==> src/hdl/ptfa_pkg.sv <==
// Shared types, codes and constants of the page table frame allocator.
// Used by the controller, the datapath, the top level and the checker.
`timescale 1ns / 1ps

package ptfa_pkg;

  localparam int unsigned MEM_BYTES_LOG2_DEF = 26;
  localparam int unsigned MIN_PAGE_LOG2_DEF  = 10;

  localparam int unsigned FUNC_W   = 2;
  localparam int unsigned PID_W    = 32;
  localparam int unsigned PAGE_W   = 21;
  localparam int unsigned VADDR_W  = 31;
  localparam int unsigned STATUS_W = 2;
  localparam int unsigned LG_W     = 5;

  localparam logic [LG_W-1:0] PAGE_LOG2_RST = LG_W'(12);

  localparam logic [STATUS_W-1:0] STATUS_OK        = 2'd0;
  localparam logic [STATUS_W-1:0] STATUS_FULL      = 2'd1;
  localparam logic [STATUS_W-1:0] STATUS_NOT_FOUND = 2'd2;

  typedef enum logic [FUNC_W-1:0] {
    FUNC_ADD    = 2'd0,
    FUNC_XLATE  = 2'd1,
    FUNC_REMOVE = 2'd2
  } func_e;

  typedef struct packed {
    logic              used;
    logic              mapped;
    logic [PID_W-1:0]  pid;
    logic [PAGE_W-1:0] page;
  } entry_t;

  typedef enum logic [2:0] {
    ST_CLEAR,
    ST_IDLE,
    ST_SCAN,
    ST_WR_UNMAP,
    ST_WR_NEW,
    ST_WR_FREE,
    ST_FINISH
  } state_e;

  typedef enum logic [2:0] {
    WR_NONE,
    WR_CLEAR,
    WR_UNMAP,
    WR_NEW,
    WR_FREE
  } wr_e;

  typedef enum logic [2:0] {
    RES_NOT_FOUND,
    RES_FULL,
    RES_ALLOC,
    RES_HIT,
    RES_XLATE
  } res_e;

  typedef struct packed {
    logic start;
    logic scan;
    wr_e  wr;
    logic load;
    res_e res;
  } cmd_t;

  typedef struct packed {
    logic clr_last;
    logic scan_done;
    logic free_found;
    logic hit_found;
    logic out_free;
  } sts_t;

endpackage

==> src/hdl/ptfa_ctrl.sv <==
// Controller of the frame allocator: clearing pass, scan, write-back, result.
// Depends on ptfa_pkg; drives the datapath through cmd_t and reads sts_t.
`timescale 1ns / 1ps

module ptfa_ctrl
  import ptfa_pkg::*;
(
  input  logic              clk_i,
  input  logic              rst_ni,
  input  logic              in_valid_i,
  input  logic [FUNC_W-1:0] in_func_i,
  output logic              in_stall_o,
  input  sts_t              sts_i,
  output cmd_t              cmd_o
);

  state_e state_q, state_d;
  func_e  op_q, op_d;
  res_e   res_q, res_d;

  always_ff @(posedge clk_i or negedge rst_ni) begin
    if (!rst_ni) begin
      state_q <= ST_CLEAR;
      op_q    <= FUNC_ADD;
      res_q   <= RES_NOT_FOUND;
    end else begin
      state_q <= state_d;
      op_q    <= op_d;
      res_q   <= res_d;
    end
  end

  always_comb begin
    state_d    = state_q;
    op_d       = op_q;
    res_d      = res_q;
    cmd_o      = '{start: 1'b0, scan: 1'b0, wr: WR_NONE, load: 1'b0, res: res_q};
    in_stall_o = 1'b1;
    unique case (state_q)
      ST_CLEAR: begin
        cmd_o.wr = WR_CLEAR;
        if (sts_i.clr_last) begin
          state_d = ST_IDLE;
        end
      end
      ST_IDLE: begin
        in_stall_o = 1'b0;
        if (in_valid_i) begin
          cmd_o.start = 1'b1;
          unique case (in_func_i)
            FUNC_ADD, FUNC_XLATE, FUNC_REMOVE: begin
              op_d    = func_e'(in_func_i);
              state_d = ST_SCAN;
            end
            default: begin
              // The unused code is answered at once and touches nothing.
              res_d   = RES_NOT_FOUND;
              state_d = ST_FINISH;
            end
          endcase
        end
      end
      ST_SCAN: begin
        cmd_o.scan = 1'b1;
        if (sts_i.scan_done) begin
          unique case (op_q)
            FUNC_ADD: begin
              if (!sts_i.free_found) begin
                res_d   = RES_FULL;
                state_d = ST_FINISH;
              end else if (sts_i.hit_found) begin
                state_d = ST_WR_UNMAP;
              end else begin
                state_d = ST_WR_NEW;
              end
            end
            FUNC_XLATE: begin
              res_d   = sts_i.hit_found ? RES_XLATE : RES_NOT_FOUND;
              state_d = ST_FINISH;
            end
            FUNC_REMOVE: begin
              if (sts_i.hit_found) begin
                state_d = ST_WR_FREE;
              end else begin
                res_d   = RES_NOT_FOUND;
                state_d = ST_FINISH;
              end
            end
            default: begin
              res_d   = RES_NOT_FOUND;
              state_d = ST_FINISH;
            end
          endcase
        end
      end
      ST_WR_UNMAP: begin
        cmd_o.wr = WR_UNMAP;
        state_d  = ST_WR_NEW;
      end
      ST_WR_NEW: begin
        cmd_o.wr = WR_NEW;
        res_d    = RES_ALLOC;
        state_d  = ST_FINISH;
      end
      ST_WR_FREE: begin
        cmd_o.wr = WR_FREE;
        res_d    = RES_HIT;
        state_d  = ST_FINISH;
      end
      ST_FINISH: begin
        if (sts_i.out_free) begin
          cmd_o.load = 1'b1;
          state_d    = ST_IDLE;
        end
      end
      default: begin
        state_d = ST_IDLE;
      end
    endcase
  end

endmodule

==> config.mk <==
export PLATFORM = sky130hd
export DESIGN_NAME = ptfa_ctrl
export DESIGN_NICKNAME = d
export VERILOG_FILES = /design/src/hdl/ptfa_pkg.sv /design/src/hdl/ptfa_ctrl.sv
export SDC_FILE = /design/constraint.sdc
export NUM_CORES = 1
export LEC_CHECK = 0
export ABC_AREA = 1
export BUFFER_PORTS_ARGS = -buffer_cell sky130_fd_sc_hd__buf_2
export CAP_MARGIN = 0
export CORE_AREA = 2 2 39 41
export CTS_BUF_LIST = sky130_fd_sc_hd__clkbuf_4
export CTS_CLUSTER_DIAMETER = 80
export DETAILED_ROUTE_END_ITERATION = 12
export DIE_AREA = 0 0 41 43
export HOLD_SLACK_MARGIN = 0.05
export PLACE_DENSITY = 0.81
export SETUP_SLACK_MARGIN = 0.4
export SLEW_MARGIN = 20
export SYNTH_ARGS = -nofsm -noshare
export SYNTH_HDL_FRONTEND = slang
export SYNTH_SLANG_ARGS = --single-unit
==> constraint.sdc <==
create_clock -name clk_i -period 1.5 [get_ports clk_i]
set_clock_uncertainty 0.05 [all_clocks]
set_input_delay 0.3 -clock clk_i [delete_from_list [all_inputs] [get_ports clk_i]]
set_output_delay 0.3 -clock clk_i [all_outputs]
set_load 0.05 [all_outputs]
; After elaboration in Yosys (flattened, before gate mapping)
; Index checks and enable logic that the tools add are counted.
[totals]
reg_bits = 8
word_cells = 54
[classes]
eq_ne = 17
muxes = 25
reduce_logical = 9
[op_table]
columns = operator, count
row1 = 3-bit 2-to-1 mux, 13
row2 = 3-bit case mux with 4 select lines, 2
row3 = 3-bit case mux with 6 select lines, 1
row4 = "2-bit != test, second input constant", 5
row5 = "3-bit == test, second input constant", 3
row6 = 3-bit case mux with 3 select lines, 1
row7 = "3-bit by 2-bit == test with 1-bit output, second input constant", 2
row8 = 1-bit 2-to-1 mux, 6
row9 = "3-bit != test, second input constant", 2
row10 = 3-bit case mux with 2 select lines, 1
row11 = 6-bit AND reduction, 1
row12 = "2-bit by 1-bit == test with 1-bit output, second input constant", 2
row13 = "2-bit == test, second input constant", 2
row14 = 2-bit logical NOT, 2
row15 = 4-bit AND reduction, 1
row16 = 4-bit nonzero test, 1
row17 = "3-bit by 1-bit == test with 1-bit output, second input constant", 1
row18 = 3-bit logical NOT, 1
row19 = 3-bit AND reduction, 1
row20 = 3-bit OR reduction, 1
row21 = 2-bit 2-to-1 mux, 1
row22 = 2-bit OR reduction, 1

; Logic depth before layout (Yosys ltp)
; Gate-level depths: netlist of run 1.
[depth]
word_depth = 5
depth_mapped = 9
depth_no_buf = 9

; Worst setup path after synthesis of run 1
; Ideal clock, no wire load.
[synth_timing]
path_kind = reg2out
from = reg state_q[0]
to = out cmd_o[5] (netlist name)
arrival_ps = 1680
required_ps = 1150
slack_ps = -530
path_stages_with_launch = 4
path_cell_list = dfrtp_1 -> nor2_1 -> nand2_1 -> nand2_1
[synth_rtl]
columns = item, line
row1 = start: declaration, ptfa_ctrl.sv:17  ; state_e state_q, state_d;
row2 = start signal: assignment, ptfa_ctrl.sv:27  ; state_q <= state_d;
row3 = end: declaration, ptfa_ctrl.sv:14  ; output cmd_t cmd_o

==> flow_summary.toml, run 1 <==
[drt]
routed_wl_um = 2110
antenna_left = 0
vias = 785
wl_per_cell_um = 14.6
drt_iter0_markers = 20
first_pass_iters = 4
vias_per_cell = 5.41
drcViolationCount = 0

[min_path]
hold_depth = 3
min-delay-start = "in_func_i[0]"
hold_end = "op_q[0]"
hold_class = "input port to flip-flop"

[yosys]
yosysWarnings = 0
ys_seq_elements = 8
async_flop_share_pct = 100
synth_area_sq_um = 583
synth_nets = 100
synth_top_area_share_pct = 34.3
synth_xor_area_share_pct = 0
synth.mux.area_fraction_pct = 0
synth_cell_types = 16
synth_cells = 90
synth_top_family_by_area = "simple AND/OR/NAND/NOR gates"
synth_top_cell_by_area = "dfrtp_1"
synth_flop_cell = "dfrtp_1"
avgSynthCellArea_sq_um = 6.48
synthAdderAreaFrac_pct = 0
synthTopCellsByArea = "dfrtp_1 (34%), nand2_1 (21%), nand3_1 (8.6%)"
synth-compound-area-share_pct = 4.29
synthSimpleGateAreaFrac_pct = 53.6
synth-edff-count = 0
yosysSeqAreaShare_pct = 34.3

[finish]
final_nets = 140
utilization_pct = 75.2
fill_cells = 106
synthToLayoutAreaGrowth_pct = 78.5
layout-drive-gt1-share_pct = 55.8
n_antenna_cell = 0

[timing]
slew-limit-headroom_pct = 83.7
tightest_slew_ns = 0.243
finalHoldViolations = 0
fin_crit_ns = 1.63
worst_hold_slack_ns = 0.260
period_share_pct = 109
setup_tns_ns = -0.628
finalMaxSlewViolations = 0
max_freq_mhz = 613
setup_viol = 10
setup_ws_ns = -0.131
rsz0062_at_grt = "true"

[clocking]
cts_tree = "yes"
clock-sinks = 8
clk_latency_ns = 0.27
htree_levels = 1
clk_pin_slew_worst_paths_ns = 0.07
cts_root_buf = "clkbuf_4"
cts_buffers = 3
clock_path_buffers = 2

[floorplan]
initial_core_util_pct = 42.1
core_area_sq_mm = 0.00138
die_w_um = 41
rows = 14
ios = 20
die-area_sq_mm = 0.00176
fp.dieH_um = 43

[global_route]
grt_pass1_wl_um = 2920
grt_max_degree = 9
antenna_found_initial = 0
grt_use_total_pct = 24.9
grt-ovfl-total = 0
grt_pass1_vias = 640

[power_and_ir_drop]
leakagePower_nw = 0.553
p_comb_share_pct = 74.5
p_sw_share_pct = 53.9
max-vdd-ir-drop_mv = 1.06
seq_power_share_pct = 17.4
clkPwrFrac_pct = 8.2
powerDensity_mw_per_mm2 = 2560
p_switching_mw = 1.44
power.internal_mw = 1.23
power_mw = 2.66

[critical_path]
r2r-end = "res_q[2]"
cp-end-kind = "output pin"
ff2ff_path_depth = 11
r2r_slack_ns = -0.04
worstPathMaxFanout = 6
crit_type = "flip-flop to output pin"
critPathRequiredTime_ns = 1.15
crit_start = "state_q[2]"
cp.arrival_ns = 1.28
crit_path_start_kind = "flip-flop"
r2r_start = "state_q[1]"

[placement]
pre_cts_ws_ns = 0.0531
post-dp-hpwl_um = 1130
gp_congestion = 0.868
numPortBuffers = 19

[status]
failed_checks = "setup timing"
status = "finished with violations"

[run]
cap_violations = 0
[power by group through the flow]
stage                     clock network (mW)  logic (mW)  registers [mW]
after CTS                              0.214        1.71           0.456
after detailed placement                   0        1.37           0.439
after floorplan                            0       0.958           0.536
after global routing                   0.229        2.10           0.473
final                                  0.217        1.98           0.462
after global placement                     0        1.35           0.430
[layout make-up]
cell class	instances	area, sq um	area share [%]
Timing Repair Buffer	35	307	29.4
Sequential cell	8	204	19.6
Tap cell	16	20.0	1.92
Clock buffer	4	30.0	2.88
Multi-Input combinational cell	70	427	41.0
Inverter	12	53.8	5.17
[sequential cells by signal, indices dropped and copies added (netlist names)]
signal,count
op_q,2
res_q,3
state_q,3
[cells in the mapped netlist, types with 2 or more instances]
cell type and instances:
nand4_1 2, nand3_1 10, o21ai_1 2, inv_1 8, nor2_1 7, nand2_1 33, a21oi_1 2, nor2_2 3
nand2_2 4, dfrtp_1 8, inv_2 4, nor2_4 3
[worst max-delay path by stage]
stage | end | slack (ns) | cells after the start
4_1_cts | cmd_o[8] | -0.11 | 4
2_1_floorplan | op_q[0] | -0.03 | 7
3_3_place_gp | cmd_o[3] | 0.06 | 4
5_1_grt | cmd_o[5] | -0.20 | 4
3_5_place_dp | cmd_o[3] | 0.05 | 4
6_report | cmd_o[5] | -0.13 | 4
[metal layers]
layer  wire [um]  part of all wire (%)  global-route usage, %
met1         796                    38                   33.0
met2        1140                    54                   39.1
met3         108                   5.1                   3.14
met4          71                   3.4                   10.0
met5           0                     0                      0
[through the flow]
step,area (sq um),cells
floorplan,623,90
global placement,761,128
detailed placement,761,128
CTS,956,140
global route,1040,145
finish,1040,145
[cell usage in the layout (no fill, tap or decap)]
cell,synthesis,final
nand2_1,33,26
buf_6,0,11
buf_4,0,11
nand3_1,10,9
buf_2,0,9
nor2_4,3,7
nand2_2,4,7
inv_1,8,6
dfrtp_1,8,5
nand2_4,0,4
nor2_1,7,4
clkbuf_4,0,4
inv_2,4,3
buf_8,0,3
dfrtp_2,0,3
inv_4,0,2
nor2_2,3,2
nand3_2,1,2
o21ai_1,2,2
nand4_1,2,2
clkinvlp_4,0,1
nor3_4,0,1
a21oi_2,0,1
nand3b_1,1,1
o21ai_2,0,1
a21oi_1,2,1
dlygate4sd3_1,0,1
[what timing repair did]
item                                    in CTS  in global routing
buffers inserted                             7                  5
pin swaps                                    9                  6
endpoints found under the hold margin        8                  0
endpoints found under the setup margin      18                 18
hold buffers                                 1                  0
resized for setup                           32                 16
[cells by family (layout without fill, tap and decap cells)]
| family | after synthesis | count (layout) |
|---|---|---|
| and+or+nand+nor | 65 | 65 |
| buffers and inverters | 12 | 51 |
| AOI/OAI and AO/OA | 5 | 5 |
| DFF | 8 | 8 |
[critical path, stage by stage (launching register included)]
cell and delay [ns]:
dfrtp_2 0.45, inv_4 0.12, nand3_1 0.16, nand2_2 0.12, buf_6 0.16
No activity file was read; power rests on OpenSTA's default activity.
==> inputs of run 2 (changes only) <==
--- a/config.mk
+++ b/config.mk
@@ -8,11 +8,11 @@
 export ABC_AREA = 1
 export BUFFER_PORTS_ARGS = -buffer_cell sky130_fd_sc_hd__buf_2
 export CAP_MARGIN = 0
-export CORE_AREA = 2 2 39 41
+export CORE_AREA = 5 5 42 44
 export CTS_BUF_LIST = sky130_fd_sc_hd__clkbuf_4
 export CTS_CLUSTER_DIAMETER = 80
 export DETAILED_ROUTE_END_ITERATION = 12
-export DIE_AREA = 0 0 41 43
+export DIE_AREA = 0 0 47 49
 export HOLD_SLACK_MARGIN = 0.05
 export PLACE_DENSITY = 0.81
 export SETUP_SLACK_MARGIN = 0.4
==> flow_summary.toml, run 2 (same netlist as run 1, synthesis figures left out) <==
[floorplan]
die-area_sq_mm = 0.00230
core_area_sq_mm = 0.00140
fp.dieH_um = 49
ios = 20
die_w_um = 47
initial_core_util_pct = 41.6
rows = 14

[min_path]
hold_class = "input port to flip-flop"

[drt]
drcViolationCount = 0
drt_iter0_markers = 37
vias = 779
wl_per_cell_um = 14.4
routed_wl_um = 2110
antenna_left = 0
vias_per_cell = 5.30
first_pass_iters = 4

[power_and_ir_drop]
power.internal_mw = 1.22
max-vdd-ir-drop_mv = 1.50
p_sw_share_pct = 53.9
powerDensity_mw_per_mm2 = 2540
clkPwrFrac_pct = 7.9
p_switching_mw = 1.42
seq_power_share_pct = 17.5
leakagePower_nw = 0.551
p_comb_share_pct = 74.6

[critical_path]
cp.arrival_ns = 1.26
crit_type = "flip-flop to output pin"
worstPathMaxFanout = 4
critical-path-top-delay-family = "flip-flops"
cp_cell_sequence = "inv_4, nor2_4, nand2_4, nor2_4, buf_8"
critical_path.max_stage_delay_ns = 0.45
cp-end-kind = "output pin"
critPathRequiredTime_ns = 1.15
cpMostUsedCell = "nor2_4"
worst-path-buf-inv = 2
crit_path_start_kind = "flip-flop"
cp_slowest_cell = "dfrtp_2"

[finish]
design_area_sq_mm = 0.00104
synthToLayoutAreaGrowth_pct = 78.3
n_antenna_cell = 0
stdcell_count = 147
multi_input_area_sq_um = 424
final_common_cell = "nand2_1"
final_nets = 142
layout-drive-gt1-share_pct = 55.0
layout.cells.most_common_list = "nand2_1 (26), buf_4 (17), buf_2 (10)"
area.sequential_sq_um = 204
reg_top3 = "res_q: 3 flops, state_q: 3 flops, op_q: 2 flops"
fill_cells = 107

[timing]
finalMaxSlewViolations = 0
fin_crit_ns = 1.61
setup_tns_ns = -0.521
max_freq_mhz = 621
setup_ws_ns = -0.110
rsz0062_at_grt = "true"
slew-limit-headroom_pct = 83.2
finalHoldViolations = 0
setup_viol = 10
period_share_pct = 107
tightest_slew_ns = 0.250

[clocking]
clk_pin_slew_worst_paths_ns = 0.06
htree_levels = 1
cts_tree = "yes"
cts_root_buf = "clkbuf_4"
clock_path_buffers = 2
clock-sinks = 8
cts_buffers = 3
clk_latency_ns = 0.27

[placement]
numPortBuffers = 19
dp_cells = 128
post-dp-hpwl_um = 1250
dpl-instance-area_sq_um = 761
gp_congestion = 0.905

[global_route]
antenna_found_initial = 0
grt_pass1_vias = 778
grt_max_degree = 9
grt_pass1_wl_um = 3310
grt_use_total_pct = 19.9
grt-ovfl-total = 0

[status]
failed_checks = "setup timing"
status = "finished with violations"

[run]
cap_violations = 0
==> run 2: area by class of cell <==
class / instances / area share (%)
inverter: 12 / 5.17
sequential: 8 / 19.6
multi-input combinational: 70 / 40.8
timing repair buffer: 37 / 29.6
clock buffer: 4 / 2.89
tap: 16 / 1.93
==> run 2: final timing paths <==
check | startpoint | end | slack [ns] | depth (start not counted)
setup reg to reg | state_q[0] | res_q[2] | -0.02 | 10
max in group asynchronous | rst_ni | state_q[0] | 0.85 | 2
hold reg to reg | res_q[2] | res_q[2] | 0.45 | 2
setup / recovery | state_q[0] | cmd_o[8] | -0.11 | 5
hold / removal | in_func_i[1] | op_q[1] | 0.28 | 3
min in group asynchronous | rst_ni | res_q[1] | 0.36 | 2
==> run 2: repair_timing <==
| action | 4_1_cts | 5_1_grt |
|---|---|---|
| hold endpoints to repair | 8 | 0 |
| gates resized for setup | 36 | 4 |
| hold buffers | 1 | 0 |
| setup endpoints to repair | 18 | 18 |
| pin swaps | 5 | 6 |
| buffers inserted | 6 | 8 |
==> run 2: worst register-to-register path: stages (launching register included) <==
cell and delay, ns:
dfrtp_2 0.46, buf_4 0.15, buf_4 0.14, nor2_4 0.16
nand2_2 0.09, nand2_1 0.06, nand2_1 0.06, inv_2 0.07
nand2_2 0.06, nand2_1 0.06, nand2_1 0.05
==> run 2: layer usage <==
layer  global-route usage, %  share of wire [%]  vias to the layer above
met1                    22.4                 33                      345
li1                        -                  -                      367
met3                    4.43                8.4                       17
met5                       0                  0                        -
met4                    12.0                6.6                        0
met2                    32.4                 52                       50
==> run 2: power groups by stage <==
stage / clock (mW) / combinational (mW) / sequential (mW)
2_1_floorplan: 0 / 0.958 / 0.536
3_3_place_gp: 0 / 1.35 / 0.434
3_5_place_dp: 0 / 1.38 / 0.441
4_1_cts: 0.204 / 1.74 / 0.449
5_1_grt: 0.224 / 2.09 / 0.473
6_report: 0.207 / 1.97 / 0.463
==> run 2: stage by stage <==
stage / hold WS (ns) / setup slack, ns / util (%) / power (mW)
after floorplan: -0.0456 / -0.0279 / - / 1.49
after global placement: 0.102 / 0.0545 / 54.3 / 1.78
after detailed placement: 0.110 / 0.0416 / 54.3 / 1.82
after CTS: 0.273 / -0.0856 / 69.0 / 2.40
after global routing: 0.296 / -0.169 / 74.2 / 2.79
final: 0.281 / -0.110 / 74.2 / 2.64
==> inputs of run 3 (changes only) <==
==> constraint.sdc (replaced) <==
create_clock -name clk_i -period 2 [get_ports clk_i]
set_clock_uncertainty 0.05 [all_clocks]
set_input_delay 0.4 -clock clk_i [delete_from_list [all_inputs] [get_ports clk_i]]
set_output_delay 0.4 -clock clk_i [all_outputs]
set_load 0.05 [all_outputs]
==> flow_summary.toml, run 3 (same netlist as run 1, synthesis figures left out) <==
[status]
status = "finished, final reports clean"

[floorplan]
core_area_sq_mm = 0.00140
die_w_um = 47
fp.dieH_um = 49
ios = 20
rows = 14
initial_core_util_pct = 41.6
die-area_sq_mm = 0.00230

[drt]
vias_per_cell = 5.45
routed_wl_um = 1940
dr_wl_met3_um = 163
antenna_left = 0
first_pass_iters = 5
met2WireLength_um = 971
drt_iter0_markers = 44
drcViolationCount = 0
wl_per_cell_um = 14.1
wl_met1_um = 687
vias = 747
routed.top_layer = "met4"

[critical_path]
crit_type = "flip-flop to output pin"
cp-end-kind = "output pin"
cp.arrival_ns = 1.25
crit_path_start_kind = "flip-flop"
worstPathMaxFanout = 5
critPathRequiredTime_ns = 1.55

[timing]
finalHoldViolations = 0
setup_viol = 0
slew-limit-headroom_pct = 81.1
fin_crit_ns = 1.70
rsz0062_at_grt = "true"
setup_tns_ns = 0
tightest_slew_ns = 0.282
period_share_pct = 84.9
max_freq_mhz = 589
finalMaxSlewViolations = 0

[global_route]
grt_use_total_pct = 19.1
grt_max_degree = 10
grt_pass1_wl_um = 3090
antenna_found_initial = 0
grt_pass1_vias = 699
grt-ovfl-total = 0

[clocking]
htree_levels = 1
clk_pin_slew_worst_paths_ns = 0.06
cts_buffers = 3
clock-sinks = 8
cts_tree = "yes"
clock_path_buffers = 2
cts_root_buf = "clkbuf_4"
clk_latency_ns = 0.26

[placement]
numPortBuffers = 19
post-dp-hpwl_um = 1160
dp_cells = 125
gp_congestion = 0.909
dpl-instance-area_sq_um = 722

[finish]
reg_top3 = "res_q: 3 flops, state_q: 3 flops, op_q: 2 flops"
n_antenna_cell = 0
final_common_cell = "nand2_1"
design_area_sq_um = 888
layout-drive-gt1-share_pct = 45.5
utilization_pct = 63.4
stdcell_count = 137
synthToLayoutAreaGrowth_pct = 52.4
final_nets = 133
layout.cells.most_common_list = "nand2_1 (29), buf_2 (13), nand3_1 (9), buf_4 (9), inv_1 (8)"

[power_and_ir_drop]
leakagePower_nw = 0.500
max-vdd-ir-drop_mv = 0.925
powerDensity_mw_per_mm2 = 1920
power_mw = 1.71

[min_path]
hold_class = "input port to flip-flop"

[run]
cap_violations = 0
-- run 3: repair_timing --
| item | in CTS | in global routing |
|---|---|---|
| gates resized for setup | 21 | 5 |
| buffers inserted | 8 | 0 |
| pin swaps | 3 | 3 |
| hold buffers | 1 | 0 |
| setup endpoints to repair | 6 | 9 |
| hold endpoints to repair | 8 | 0 |
-- run 3: final timing paths --
check                        startpoint         end  slack [ns]  cells past startpoint
setup / recovery             state_q[1]    cmd_o[8]        0.30                      4
hold / removal             in_func_i[1]     op_q[1]        0.37                      3
setup reg to reg             state_q[2]  state_q[1]        0.49                      7
hold reg to reg                res_q[2]    res_q[2]        0.42                      2
max in group asynchronous        rst_ni  state_q[0]        1.25                      2
min in group asynchronous        rst_ni    res_q[1]        0.46                      2
-- run 3: worst max-delay path: stages, from the launching register on --
cell	delay, ns
dfrtp_2	0.46
nor2_4	0.19
nand2_4	0.08
nor2_4	0.10
buf_8	0.15
-- run 3: report_power, final --
part / total, mW / switching, mW / internal, mW
registers: 0.323 / 0.0811 / 0.242
clock network: 0.130 / 0.0612 / 0.0691
logic: 1.26 / 0.830 / 0.426
total: 1.71 / 0.972 / 0.737
-- run 3: cell type report --
class                      instances  area, sq um
clock buffer                       3         22.5
sequential                         8          204
inverter                          12         50.0
timing repair buffer              28          210
multi-input combinational         70          382
tap                               16         20.0
fill                             126          513
-- run 3: per-layer routing --
| metal | vias up | GRT usage [%] |
|---|---|---|
| met5 | - | 0 |
| met4 | 0 | 13.8 |
| met3 | 14 | 2.95 |
| met2 | 50 | 32.1 |
| met1 | 337 | 19.9 |
| li1 | 346 | - |
-- run 3: per-stage QoR --
step	setup slack (ns)	hold slack (ns)
6_report	0.301	0.372
5_1_grt	0.251	0.382
4_1_cts	0.329	0.366
3_5_place_dp	0.305	0.210
3_3_place_gp	0.365	0.208
2_1_floorplan	0.321	0.0544
